--- config.mk ---
export PLATFORM = sky130hd
export DESIGN_NAME = temp_window_average_fault_monitor_top
export DESIGN_NICKNAME = d
export VERILOG_FILES = /design/src/hw/rtl/twafm_pkg.sv /design/src/hw/rtl/twafm_regs.sv /design/src/hw/rtl/twafm_win_mem.sv /design/src/hw/rtl/twafm_div.sv /design/src/hw/rtl/temp_window_average_fault_monitor_top.sv
export SDC_FILE = /design/constraint.sdc
export NUM_CORES = 1
export LEC_CHECK = 0
export ABC_AREA = 1
export BUFFER_PORTS_ARGS = -buffer_cell sky130_fd_sc_hd__buf_2
export CAP_MARGIN = 20
export CORE_ASPECT_RATIO = 0.8
export CORE_MARGIN = 5
export CORE_UTILIZATION = 40
export DETAILED_ROUTE_END_ITERATION = 10
export SYNTH_ARGS = -nofsm -noshare
export SYNTH_HDL_FRONTEND = slang
export SYNTH_HIERARCHICAL = 1
export SYNTH_SLANG_ARGS = --single-unit
--- constraint.sdc ---
create_clock -name clk_i -period 2.5 [get_ports clk_i]
set_input_delay 0.25 -clock clk_i [delete_from_list [all_inputs] [get_ports clk_i]]
set_output_delay 0.25 -clock clk_i [all_outputs]
set_load 0.02 [all_outputs]
--- src/hw/rtl/twafm_pkg.sv ---
package twafm_pkg;

  // Defaults for the top level parameters
  localparam int DEF_WINDOW_SIZE       = 8;
  localparam int DEF_FAULT_COUNT_LIMIT = 4;

  // Field and bus widths
  localparam int SAMPLE_W = 16;
  localparam int APB_DW   = 32;
  localparam int APB_AW   = 4;
  localparam int REG_IW   = APB_AW - 2;

  // Register indexes (byte address = 4 * index)
  localparam logic [REG_IW-1:0] REG_BREAK_CODE = 2'd0;
  localparam logic [REG_IW-1:0] REG_SHORT_CODE = 2'd1;
  localparam logic [REG_IW-1:0] REG_OVERHEAT   = 2'd2;

  // Register reset values
  localparam logic signed [SAMPLE_W-1:0] RST_BREAK_CODE = 16'sh7FFF;
  localparam logic signed [SAMPLE_W-1:0] RST_SHORT_CODE = 16'sh8000;
  localparam logic signed [SAMPLE_W-1:0] RST_OVERHEAT   = 16'sh7FFF;

  // Configuration seen by the datapath
  typedef struct packed {
    logic signed [SAMPLE_W-1:0] break_code;
    logic signed [SAMPLE_W-1:0] short_code;
    logic signed [SAMPLE_W-1:0] overheat_setpoint;
  } cfg_t;

  // Fault / overheat flag group
  typedef struct packed {
    logic brk;
    logic sht;
    logic ovh;
  } flags_t;

endpackage

--- src/hw/rtl/twafm_regs.sv ---
module twafm_regs import twafm_pkg::*; (
  input  logic              clk_i,
  input  logic              rst_ni,
  input  logic              psel,
  input  logic              penable,
  input  logic              pwrite,
  input  logic [APB_AW-1:0] paddr,
  input  logic [APB_DW-1:0] pwdata,
  output logic [APB_DW-1:0] prdata,
  output logic              pready,
  output cfg_t              cfg_o
);

  logic [REG_IW-1:0] reg_idx;
  logic              wr_en;
  logic [SAMPLE_W-1:0] rd_val;

  assign reg_idx = paddr[APB_AW-1:2];
  assign wr_en   = psel && penable && pwrite;
  assign pready  = 1'b1;

  // Register writes in the access phase
  always_ff @(posedge clk_i or negedge rst_ni) begin
    if (!rst_ni) begin
      cfg_o.break_code        <= RST_BREAK_CODE;
      cfg_o.short_code        <= RST_SHORT_CODE;
      cfg_o.overheat_setpoint <= RST_OVERHEAT;
    end else if (wr_en) begin
      case (reg_idx)
        REG_BREAK_CODE: cfg_o.break_code        <= pwdata[SAMPLE_W-1:0];
        REG_SHORT_CODE: cfg_o.short_code        <= pwdata[SAMPLE_W-1:0];
        REG_OVERHEAT:   cfg_o.overheat_setpoint <= pwdata[SAMPLE_W-1:0];
        default: ;
      endcase
    end
  end

  // Read mux, sign extended to the bus
  always_comb begin
    case (reg_idx)
      REG_BREAK_CODE: rd_val = cfg_o.break_code;
      REG_SHORT_CODE: rd_val = cfg_o.short_code;
      REG_OVERHEAT:   rd_val = cfg_o.overheat_setpoint;
      default:        rd_val = '0;
    endcase
  end

  assign prdata = {{(APB_DW-SAMPLE_W){rd_val[SAMPLE_W-1]}}, rd_val};

endmodule

--- src/hw/rtl/twafm_win_mem.sv ---
module twafm_win_mem import twafm_pkg::*; #(
  parameter int DEPTH = DEF_WINDOW_SIZE
) (
  input  logic                       clk_i,
  input  logic                       rst_ni,
  input  logic                       we_i,
  input  logic [$clog2(DEPTH)-1:0]   waddr_i,
  input  logic [SAMPLE_W-1:0]        wdata_i,
  input  logic [$clog2(DEPTH)-1:0]   raddr_i,
  output logic [SAMPLE_W-1:0]        rdata_o
);

  logic [SAMPLE_W-1:0] mem [DEPTH];
  logic [DEPTH-1:0]    valid_q;
  logic [SAMPLE_W-1:0] rd_data_q;
  logic                rd_valid_q;

  // Sample storage, one write and one registered read per cycle
  always_ff @(posedge clk_i) begin
    if (we_i) begin
      mem[waddr_i] <= wdata_i;
    end
    rd_data_q <= mem[raddr_i];
  end

  // Written-entry marks; an unwritten entry reads as zero
  always_ff @(posedge clk_i or negedge rst_ni) begin
    if (!rst_ni) begin
      valid_q    <= '0;
      rd_valid_q <= 1'b0;
    end else begin
      if (we_i) begin
        valid_q[waddr_i] <= 1'b1;
      end
      rd_valid_q <= valid_q[raddr_i];
    end
  end

  assign rdata_o = rd_valid_q ? rd_data_q : '0;

endmodule

--- src/hw/rtl/twafm_div.sv ---
module twafm_div import twafm_pkg::*; #(
  parameter int DW      = SAMPLE_W + $clog2(DEF_WINDOW_SIZE),
  parameter int DIVISOR = DEF_WINDOW_SIZE
) (
  input  logic          clk_i,
  input  logic          rst_ni,
  input  logic          start_i,
  input  logic [DW-1:0] dividend_i,
  output logic          done_o,
  output logic [DW-1:0] quotient_o
);

  // Reciprocal scaling: quotient = (dividend * MUL) >> SH. MUL overshoots
  // 2^SH / DIVISOR by less than one, so the result is exact below 2^DW.
  localparam int          LW    = $clog2(DIVISOR);
  localparam int          SH    = DW + LW;
  localparam int          PW    = 2 * DW + 1;
  localparam longint      MUL_L = ((longint'(1) <<< SH) + longint'(DIVISOR) - 1)
                                  / longint'(DIVISOR);
  localparam logic [DW:0] MUL   = (DW + 1)'(MUL_L);

  logic [DW-1:0] dvd_q;
  logic [PW-1:0] prod_q;
  logic          stage_q;
  logic          done_q;

  // Capture the dividend, then one registered multiply
  always_ff @(posedge clk_i or negedge rst_ni) begin
    if (!rst_ni) begin
      dvd_q   <= '0;
      prod_q  <= '0;
      stage_q <= 1'b0;
      done_q  <= 1'b0;
    end else begin
      stage_q <= start_i;
      done_q  <= stage_q;
      if (start_i) begin
        dvd_q <= dividend_i;
      end
      if (stage_q) begin
        prod_q <= dvd_q * MUL;
      end
    end
  end

  assign done_o     = done_q;
  assign quotient_o = DW'(prod_q >> SH);

endmodule

--- src/hw/rtl/temp_window_average_fault_monitor_top.sv ---
// Temperature window averager with fault vote.
// Input channel: one signed sample (tenths of a degree or a fault code) per
// request on in_valid_i/in_ready_o. Every request gives exactly one result on
// out_valid_o/out_ready_i: reported temperature, evaluated bit, sticky
// break/short/overheat flags and their new-event bits.
// Samples go round a window memory of WINDOW_SIZE entries. A sample landing
// at slot 0 triggers an evaluation: the window is walked through the single
// memory read port, fault codes are voted, and unless a vote reaches
// FAULT_COUNT_LIMIT the sum is divided by WINDOW_SIZE with a registered
// reciprocal multiply. One request is processed at a time; the next one is
// accepted while a finished result waits at the output.
// Reset clears the window (entries read as zero), write index, reported value
// and sticky flags, and loads the register defaults. A stalled receiver holds
// the result register; the block then finishes its current request and waits.
// Registers (APB, byte address 4*i): 0 break code, 1 short code,
// 2 overheat setpoint; write them only while the block is idle.
module temp_window_average_fault_monitor_top import twafm_pkg::*; #(
  parameter int WINDOW_SIZE       = DEF_WINDOW_SIZE,
  parameter int FAULT_COUNT_LIMIT = DEF_FAULT_COUNT_LIMIT
) (
  input  logic                       clk_i,
  input  logic                       rst_ni,
  // sample channel
  input  logic                       in_valid_i,
  output logic                       in_ready_o,
  input  logic signed [SAMPLE_W-1:0] sample_i,
  // result channel
  output logic                       out_valid_o,
  input  logic                       out_ready_i,
  output logic signed [SAMPLE_W-1:0] temperature_o,
  output logic                       evaluated_o,
  output logic                       break_flag_o,
  output logic                       short_flag_o,
  output logic                       overheat_flag_o,
  output logic                       new_break_o,
  output logic                       new_short_o,
  output logic                       new_overheat_o,
  // configuration
  input  logic                       psel,
  input  logic                       penable,
  input  logic                       pwrite,
  input  logic [APB_AW-1:0]          paddr,
  input  logic [APB_DW-1:0]          pwdata,
  output logic [APB_DW-1:0]          prdata,
  output logic                       pready
);

  localparam int IW = $clog2(WINDOW_SIZE);
  localparam int CW = $clog2(WINDOW_SIZE + 1);
  localparam int SW = SAMPLE_W + $clog2(WINDOW_SIZE);

  typedef enum logic [2:0] {
    ST_IDLE, ST_READ, ST_DRAIN, ST_DECIDE, ST_DIV, ST_FLAGS, ST_DONE
  } state_e;

  cfg_t                       cfg;
  state_e                     state_q;
  logic [IW-1:0]              idx_q;
  logic [IW-1:0]              rd_ptr_q;
  logic                       rd_vld_q;
  logic                       eval_q;
  logic [CW-1:0]              brk_cnt_q;
  logic [CW-1:0]              sht_cnt_q;
  logic signed [SW-1:0]       sum_q;
  logic                       brk_hit_q;
  logic                       sht_hit_q;
  logic signed [SAMPLE_W-1:0] rep_q;
  flags_t                     flags_q;
  flags_t                     new_q;
  flags_t                     newly;

  logic                       accept;
  logic [SAMPLE_W-1:0]        mem_rdata;
  logic                       brk_hit;
  logic                       sht_hit;
  logic                       sum_neg;
  logic [SW-1:0]              sum_mag;
  logic                       div_start;
  logic                       div_done;
  logic [SW-1:0]              div_quo;
  logic [SW-1:0]              div_signed;
  logic                       out_free;

  // Configuration registers
  twafm_regs u_regs (
    .clk_i   (clk_i),
    .rst_ni  (rst_ni),
    .psel    (psel),
    .penable (penable),
    .pwrite  (pwrite),
    .paddr   (paddr),
    .pwdata  (pwdata),
    .prdata  (prdata),
    .pready  (pready),
    .cfg_o   (cfg)
  );

  // Sample window; written on accept, walked afterwards, so no overlap
  twafm_win_mem #(
    .DEPTH (WINDOW_SIZE)
  ) u_mem (
    .clk_i   (clk_i),
    .rst_ni  (rst_ni),
    .we_i    (accept),
    .waddr_i (idx_q),
    .wdata_i (sample_i),
    .raddr_i (rd_ptr_q),
    .rdata_o (mem_rdata)
  );

  // Mean of the window magnitude
  twafm_div #(
    .DW      (SW),
    .DIVISOR (WINDOW_SIZE)
  ) u_div (
    .clk_i      (clk_i),
    .rst_ni     (rst_ni),
    .start_i    (div_start),
    .dividend_i (sum_mag),
    .done_o     (div_done),
    .quotient_o (div_quo)
  );

  assign in_ready_o = (state_q == ST_IDLE);
  assign accept     = in_valid_i && in_ready_o;
  assign out_free   = !out_valid_o || out_ready_i;

  // Fault vote and mean sign handling
  assign brk_hit    = 32'(brk_cnt_q) >= 32'(FAULT_COUNT_LIMIT);
  assign sht_hit    = 32'(sht_cnt_q) >= 32'(FAULT_COUNT_LIMIT);
  assign sum_neg    = sum_q[SW-1];
  assign sum_mag    = sum_neg ? SW'(-sum_q) : SW'(sum_q);
  assign div_start  = (state_q == ST_DECIDE) && !brk_hit && !sht_hit;
  assign div_signed = sum_neg ? (~div_quo + 1'b1) : div_quo;

  // New events from this evaluation
  always_comb begin
    newly.brk = brk_hit_q && !flags_q.brk;
    newly.sht = sht_hit_q && !flags_q.sht;
    newly.ovh = (rep_q > cfg.overheat_setpoint) && !flags_q.ovh;
  end

  // Control sequencer and datapath registers
  always_ff @(posedge clk_i or negedge rst_ni) begin
    if (!rst_ni) begin
      state_q         <= ST_IDLE;
      idx_q           <= '0;
      rd_ptr_q        <= '0;
      rd_vld_q        <= 1'b0;
      eval_q          <= 1'b0;
      brk_cnt_q       <= '0;
      sht_cnt_q       <= '0;
      sum_q           <= '0;
      brk_hit_q       <= 1'b0;
      sht_hit_q       <= 1'b0;
      rep_q           <= '0;
      flags_q         <= '0;
      new_q           <= '0;
      out_valid_o     <= 1'b0;
      temperature_o   <= '0;
      evaluated_o     <= 1'b0;
      break_flag_o    <= 1'b0;
      short_flag_o    <= 1'b0;
      overheat_flag_o <= 1'b0;
      new_break_o     <= 1'b0;
      new_short_o     <= 1'b0;
      new_overheat_o  <= 1'b0;
    end else begin
      rd_vld_q <= (state_q == ST_READ);

      // accumulate one window entry per cycle
      if (rd_vld_q) begin
        sum_q <= sum_q + {{(SW-SAMPLE_W){mem_rdata[SAMPLE_W-1]}}, mem_rdata};
        if (mem_rdata == cfg.break_code) begin
          brk_cnt_q <= brk_cnt_q + 1'b1;
        end
        if (mem_rdata == cfg.short_code) begin
          sht_cnt_q <= sht_cnt_q + 1'b1;
        end
      end

      // result taken; ST_DONE reloads it in the same cycle
      if (out_valid_o && out_ready_i && (state_q != ST_DONE)) begin
        out_valid_o <= 1'b0;
      end

      case (state_q)
        ST_IDLE: begin
          if (accept) begin
            idx_q     <= (idx_q == IW'(WINDOW_SIZE - 1)) ? '0 : idx_q + 1'b1;
            eval_q    <= (idx_q == '0);
            brk_cnt_q <= '0;
            sht_cnt_q <= '0;
            sum_q     <= '0;
            rd_ptr_q  <= '0;
            new_q     <= '0;
            state_q   <= (idx_q == '0) ? ST_READ : ST_DONE;
          end
        end
        ST_READ: begin
          rd_ptr_q <= rd_ptr_q + 1'b1;
          if (rd_ptr_q == IW'(WINDOW_SIZE - 1)) begin
            state_q <= ST_DRAIN;
          end
        end
        ST_DRAIN: begin
          state_q <= ST_DECIDE;
        end
        ST_DECIDE: begin
          brk_hit_q <= brk_hit;
          sht_hit_q <= sht_hit;
          if (sht_hit) begin
            rep_q <= cfg.short_code;
          end else if (brk_hit) begin
            rep_q <= cfg.break_code;
          end
          state_q <= (brk_hit || sht_hit) ? ST_FLAGS : ST_DIV;
        end
        ST_DIV: begin
          if (div_done) begin
            rep_q   <= div_signed[SAMPLE_W-1:0];
            state_q <= ST_FLAGS;
          end
        end
        ST_FLAGS: begin
          new_q   <= newly;
          flags_q <= flags_q | newly;
          state_q <= ST_DONE;
        end
        ST_DONE: begin
          if (out_free) begin
            out_valid_o     <= 1'b1;
            temperature_o   <= rep_q;
            evaluated_o     <= eval_q;
            break_flag_o    <= flags_q.brk;
            short_flag_o    <= flags_q.sht;
            overheat_flag_o <= flags_q.ovh;
            new_break_o     <= new_q.brk;
            new_short_o     <= new_q.sht;
            new_overheat_o  <= new_q.ovh;
            state_q         <= ST_IDLE;
          end
        end
        default: state_q <= ST_IDLE;
      endcase
    end
  end

endmodule
==> results of run 1 <==
[path summary, 6_finish.rpt]
path                       slack, ps  cells past startpoint             start          endpoint
setup / recovery                 220                     14  u_mem/rd_valid_q         sum_q[16]
hold / removal                   160                      5           penable   u_regs/cfg_o[1]
setup reg to reg                 220                     14  u_mem/rd_valid_q         sum_q[16]
hold reg to reg                  460                      1        flags_q[2]          new_q[2]
max in group asynchronous       1470                      3            rst_ni   u_regs/cfg_o[0]
min in group asynchronous        230                      2            rst_ni  temperature_o[2]
[per-stage QoR]
step / hold WS, ps / utilization (%) / setup slack (ps) / total power, mW / std cells
detailed placement: 250 / 42.4 / 254 / 18.4 / 2790
floorplan: -45.6 / - / 4.14 / 15.4 / 2181
global placement: 244 / 42.4 / 292 / 18.2 / 2790
CTS: 131 / 46.1 / 232 / 24.1 / 2889
global route: 184 / 46.1 / 17.7 / 25.9 / 2889
finish: 159 / 46.1 / 222 / 23.9 / 2889
[state kept, by name, summed over array words and instances, names as in the netlist, 3 cells and up]
register	cells
sum_q	19
state_q	3
u_mem/valid_q	8
sht_cnt_q	4
brk_cnt_q	4
temperature_o	16
rd_ptr_q	3
u_mem/mem	128
flags_q	3
u_mem/rd_data_q	16
idx_q	3
u_regs/cfg_o	48
new_q	3
u_div/dvd_q	16
rep_q	16
u_div/prod_q	16
[repair_timing]
action / CTS / global route
endpoints found under the setup margin: 0 / 0
hold buffers: 34 / 0
hold endpoints to repair: 209 / 0
[placed cells by master, fill, tap and decap left out, types with 5 or more instances in the layout]
| cell type | instances |
|---|---|
| sky130_fd_sc_hd__dlygate4sd3_1 | 34 |
| sky130_fd_sc_hd__ha_1 | 43 |
| sky130_fd_sc_hd__nand3_1 | 149 |
| sky130_fd_sc_hd__a31oi_2 | 6 |
| sky130_fd_sc_hd__dfxtp_1 | 16 |
| sky130_fd_sc_hd__xnor2_1 | 5 |
| sky130_fd_sc_hd__o21ai_0 | 74 |
| sky130_fd_sc_hd__a21oi_1 | 54 |
| sky130_fd_sc_hd__clkbuf_8 | 10 |
| sky130_fd_sc_hd__edfxtp_1 | 128 |
| sky130_fd_sc_hd__buf_4 | 27 |
| sky130_fd_sc_hd__or2_2 | 6 |
| sky130_fd_sc_hd__clkbuf_16 | 38 |
| sky130_fd_sc_hd__inv_2 | 7 |
| sky130_fd_sc_hd__mux2_2 | 12 |
| sky130_fd_sc_hd__nor4_1 | 5 |
| sky130_fd_sc_hd__xor2_1 | 16 |
| sky130_fd_sc_hd__nor3_1 | 10 |
| sky130_fd_sc_hd__nand2_1 | 840 |
| sky130_fd_sc_hd__buf_12 | 5 |
| sky130_fd_sc_hd__o211ai_1 | 9 |
| sky130_fd_sc_hd__inv_1 | 334 |
| sky130_fd_sc_hd__o21ai_1 | 9 |
| sky130_fd_sc_hd__buf_2 | 96 |
| sky130_fd_sc_hd__dfrtp_1 | 145 |
| sky130_fd_sc_hd__nand2_2 | 15 |
| sky130_fd_sc_hd__nand3b_1 | 5 |
| sky130_fd_sc_hd__dfstp_2 | 31 |
| sky130_fd_sc_hd__clkinv_2 | 6 |
| sky130_fd_sc_hd__nor2_1 | 134 |
| sky130_fd_sc_hd__nand4_1 | 9 |
[cell type report]
class / instances / area [sq um] / share of cell area, %
inverter: 345 / 1310 / 6.62
sequential: 321 / 8630 / 43.7
clock buffer: 52 / 1100 / 5.59
timing repair buffer: 163 / 1130 / 5.75
multi-input combinational: 1435 / 6720 / 34.0
clock inverter: 13 / 151 / 0.767
tap: 560 / 701 / 3.55
[metal layers]
layer | vias to the layer above | wire length (um) | GRT usage (%)
li1 | 7017 | - | -
met1 | 6512 | 22300 | 28.0
met2 | 306 | 20300 | 30.8
met3 | 83 | 2350 | 3.48
met4 | 0 | 1190 | 5.73
met5 | - | 0 | 0
[worst max-delay path: cells and delay by family, from the launching register on]
kind / cells / cell delay (ps)
buffers and inverters: 2 / 120
DFF: 1 / 410
and+or+nand+nor: 10 / 900
adders and majority gates: 2 / 740
[power by group]
group / internal (mW) / switching [mW] / leakage [nW]
clock: 3.31 / 2.26 / 0.623
combinational: 3.51 / 6.88 / 6.08
sequential: 6.82 / 1.11 / 3.45
total: 13.6 / 10.2 / 10.2
==> impl_summary.txt, run 1 <==
----------------------------------------------------
[Run status]
  Result of the run ... finished clean

[Drt]
  Drt total wl ... 46100 um
  Number of DRC violations after detailed routing ... 0
  Via-to-Cell Ratio ... 4.82
  Number of DRC markers in iteration 0 ... 964
  Number of iterations in the first detailed-routing pass ... 7
  Per-cell routed wire length ... 15.9 um
  DR vias ... 13900
  Detail Route Antenna Nets ... 0

[Setup path]
  Crit-path cells ... nand2_1 > inv_1 > ha_1 > fa_1 > nand3_1 > nand3_1 > nand2_1 > nand2_1 > nand2_1 > nand2_1 > nand2_1 > nand3_1 > nand2_1 > inv_1
  Launching element type of the critical path ... register
  CP Data Arrival Time ... 2720 ps
  CP Class ... reg -> reg
  Worst Path Max Fanout ... 5
  Maximum single-stage delay on the critical path ... 460 ps
  Highest-delay cell along the critical path ... sky130_fd_sc_hd__fa_1
  Most prevalent standard cell on the critical path ... sky130_fd_sc_hd__nand2_1
  Critical path required time ... 2950 ps
  Kind of end point of the critical path ... register

[Floorplan]
  Die Footprint ... 0.0473 sq mm
  Site Rows ... 68
  X dimension of the die ... 242 um
  I/O Pins ... 117
  Height of the chip ... 196 um
  Initial standard-cell utilization of the core ... 40.2%
  Core Region ... 0.0428 sq mm

[Final layout]
  Fraction of layout cells with a size suffix above 1 ... 12.3%
  Area of all placed cells without fillers ... 0.0197 sq mm
  Ant. Diodes ... 0
  Synth-to-Final Area Change ... 14.8%
  Layout fillers ... 4180
  Final net count ... 2405

[Flow run]
  Max-capacitance violation count ... 0

[Hold path]
  Path category of the worst min-delay check ... in -> reg

[Clock network]
  Resize count post-CTS ... 0
  Setup Fix Bufs, Post-CTS ... 0
  Clk slew on worst S/H paths ... 70 ps
  H-tree levels ... 2
  Clock root buffer ... sky130_fd_sc_hd__clkbuf_16
  Clock tree sinks ... 321
  Maximum clock path buffer count ... 3
  Latest clock arrival within the worst-skew pair ... 560 ps
  Clock tree from TritonCTS ... yes
  Num CTS Buffers ... 36

[Synth]
  Net count of the mapped netlist ... 2284
  Synth Area per Inst ... 7.89 sq um
  Post-synthesis instance total ... 2181
  Synth Cell Area ... 0.0172 sq mm
  Number of warnings reported in the yosys synthesis log ... 6

[Power]
  Power per standard cell area ... 1210 mW/mm^2
  Max VDD drop ... 0.499 mV
  Pleak ... 10.2 nW

[STA]
  Worst max-slew margin expressed relative to the limit ... 49.6%
  Min Clock Period, post-route ... 2280 ps
  Unrepaired setup endpoints after global routing ... no
  Number of setup violations in the final report ... 0
  Highest attainable clock frequency ... 439 MHz
  Final hold violation count ... 0
  Summed negative setup slack over all endpoints ... 0 ps
  Post-route fraction of the period consumed by the critical path ... 91.1%
  Actual transition at the worst max-transition pin ... 755 ps
  Total count of max-transition violations in the final report ... 0
  Maximum clock skew at final layout ... 14.8 ps

[Placed design]
  Final weighted congestion in routability-driven placement ... 0.926
  Number of I/O port buffers ... 97
  Area after detailed placement ... 0.0182 sq mm
  Half-perimeter wire length after detailed placement ... 32500 um

[GRT]
  Pin count of the biggest net entering global routing ... 63
  First-pass GRT wire length ... 74900 um
  Number of antenna violations at the first check in global routing ... 0
  Combined global-route utilization of all metal layers ... 19.6%
  Total congestion overflow after global routing ... 0
  Via count of the first global-routing pass ... 13800

----------------------------------------------------
Note: power is estimated with default switching activity, not from simulation.
==> run 2, diff against run 1 <==
==> constraint.sdc (replaced) <==
create_clock -name clk_i -period 2.5 [get_ports clk_i]
set_input_delay 0.125 -clock clk_i [delete_from_list [all_inputs] [get_ports clk_i]]
set_output_delay 0.125 -clock clk_i [all_outputs]
set_load 0.02 [all_outputs]
==> run 2 against run 1 <==
Final cell count fell by 0.10%. Combinational power hardly changed. Count of clock-buffer cells in the layout down 1. First-iteration DRC count is 1.2% higher. Total power down 1.6%. Sequential cell count stayed put. Critical path type unchanged. Critical endpoint is now sum_q[13]. Largest cell class unchanged.
==> impl_summary.txt, run 2 (synthesized netlist as in run 1, its figures left out) <==
----------------------------------------------------
[Run status]
  Result of the run ... finished clean

[GRT]
  Pin count of the biggest net entering global routing ... 72
  Total congestion overflow after global routing ... 0
  First-pass GRT wire length ... 74700 um
  Number of antenna violations at the first check in global routing ... 0
  Combined global-route utilization of all metal layers ... 19.5%
  Via count of the first global-routing pass ... 13700

[Final layout]
  Core utilization of the finished layout ... 45.8%
  Layout fillers ... 4234
  Largest Register ... u_mem/mem
  Top flop regs ... u_mem/mem: 128 flops, u_regs/cfg_o: 48 flops, sum_q: 19 flops
  Final net count ... 2403
  Fraction of layout cells with a size suffix above 1 ... 12.0%
  Leading cell type in the layout, fill and taps excluded ... sky130_fd_sc_hd__nand2_1
  Synth-to-Final Area Change ... 14.0%
  Area of all placed cells without fillers ... 0.0196 sq mm
  Number of flip-flops under the largest register name ... 128
  Ant. Diodes ... 0
  Highest-count cells in the layout ignoring fill and taps ... 840 x sky130_fd_sc_hd__nand2_1, 333 x sky130_fd_sc_hd__inv_1, 149 x sky130_fd_sc_hd__nand3_1, 145 x sky130_fd_sc_hd__dfrtp_1, 134 x sky130_fd_sc_hd__nor2_1
  Non-filler instance count after layout ... 2886

[Power]
  Max VDD drop ... 0.456 mV
  Pleak ... 10.1 nW
  Post-layout total power ... 23.5 mW
  Power per standard cell area ... 1200 mW/mm^2

[Drt]
  Number of DRC markers in iteration 0 ... 976
  Detail Route Antenna Nets ... 0
  DR vias ... 14000
  Drt total wl ... 45800 um
  Number of iterations in the first detailed-routing pass ... 5
  Per-cell routed wire length ... 15.9 um
  Via-to-Cell Ratio ... 4.86
  Number of DRC violations after detailed routing ... 0

[STA]
  Unrepaired setup endpoints after global routing ... no
  Number of setup violations in the final report ... 0
  Actual transition at the worst max-transition pin ... 763 ps
  Maximum clock skew at final layout ... 29.2 ps
  Summed negative setup slack over all endpoints ... 0 ps
  Total count of max-transition violations in the final report ... 0
  Post-route fraction of the period consumed by the critical path ... 93.0%
  Highest attainable clock frequency ... 430 MHz
  Worst max-slew margin expressed relative to the limit ... 49.1%
  Final hold violation count ... 0
  Min Clock Period, post-route ... 2320 ps

[Placed design]
  Final weighted congestion in routability-driven placement ... 0.938
  Half-perimeter wire length after detailed placement ... 32100 um
  Cell count after placement ... 2788
  Number of I/O port buffers ... 97
  Area after detailed placement ... 0.0181 sq mm

[Floorplan]
  I/O Pins ... 117
  Core Region ... 0.0428 sq mm
  X dimension of the die ... 242 um
  Initial standard-cell utilization of the core ... 40.2%
  Die Footprint ... 0.0473 sq mm
  Height of the chip ... 196 um
  Site Rows ... 68

[Clock network]
  Clock root buffer ... sky130_fd_sc_hd__clkbuf_16
  Setup Fix Bufs, Post-CTS ... 0
  Num CTS Buffers ... 36
  Clock tree from TritonCTS ... yes
  Latest clock arrival within the worst-skew pair ... 550 ps
  Clock tree sinks ... 321
  Maximum clock path buffer count ... 3
  Clk slew on worst S/H paths ... 60 ps
  H-tree levels ... 2

[Setup path]
  CP Data Arrival Time ... 2750 ps
  Launching element type of the critical path ... register
  Worst Path Max Fanout ... 15
  Kind of end point of the critical path ... register
  CP Class ... reg -> reg
  Critical path required time ... 2930 ps

[Hold path]
  Path category of the worst min-delay check ... in -> reg

[Flow run]
  Max-capacitance violation count ... 0

----------------------------------------------------
-- run 2: where the power goes --
| group | internal (mW) | total (mW) | leakage [nW] | switching (mW) |
|---|---|---|---|---|
| clock network | 2.99 | 5.17 | 0.552 | 2.18 |
| logic | 3.53 | 10.4 | 6.06 | 6.91 |
| registers | 6.82 | 7.90 | 3.45 | 1.08 |
-- run 2: cell type report --
class                      count  area, sq um  area share [%]
tap                          560          701            3.57
sequential                   321         8630            44.0
clock buffer                  51         1030            5.24
timing repair buffer         161         1110            5.64
multi-input combinational   1435         6730            34.3
clock inverter                13          110           0.561
inverter                     345         1310            6.66
-- run 2: worst paths after layout --
kind                                   from               end  slack, ps  cells after the start
setup / recovery           u_mem/rd_valid_q         sum_q[13]        180                     14
hold reg to reg              u_div/dvd_q[8]  u_div/prod_q[27]        450                      2
max in group asynchronous            rst_ni   u_div/dvd_q[15]       1500                      3
setup reg to reg           u_mem/rd_valid_q         sum_q[13]        180                     14
hold / removal                      penable  u_regs/cfg_o[36]         40                      5
min in group asynchronous            rst_ni  temperature_o[2]        180                      2
-- run 2: timing repair --
action,4_1_cts,5_1_grt
endpoints found under the setup margin,0,4
gates resized for setup,0,3
hold buffers,34,0
endpoints found under the hold margin,243,0
-- run 2: metrics by stage --
stage	hold slack (ps)	setup WS (ps)
after floorplan	-171	4.14
after global placement	174	273
after detailed placement	184	233
after CTS	11.4	225
after global routing	36.8	33.3
final	43.5	176
-- run 2: routing by layer --
| layer | routed length, um | vias up | track usage [%] |
|---|---|---|---|
| met5 | 0 | - | 0 |
| met4 | 1160 | 0 | 5.92 |
| met3 | 2450 | 73 | 3.20 |
| met2 | 20300 | 316 | 30.9 |
| met1 | 21800 | 6633 | 27.8 |
| li1 | - | 7006 | - |
-- run 2: worst max-delay path: stages (launching register included) --
cell and delay, ps:
sky130_fd_sc_hd__dfrtp_1 340, sky130_fd_sc_hd__buf_4 230, sky130_fd_sc_hd__nand2_1 80, sky130_fd_sc_hd__inv_1 200, sky130_fd_sc_hd__ha_1 330, sky130_fd_sc_hd__nand2_1 190
sky130_fd_sc_hd__inv_1 60, sky130_fd_sc_hd__a21oi_1 150, sky130_fd_sc_hd__nand3_1 210, sky130_fd_sc_hd__nand2_1 140, sky130_fd_sc_hd__nand2_1 50, sky130_fd_sc_hd__nand2_1 50
sky130_fd_sc_hd__nand3_1 60, sky130_fd_sc_hd__nand2_1 70, sky130_fd_sc_hd__inv_1 30
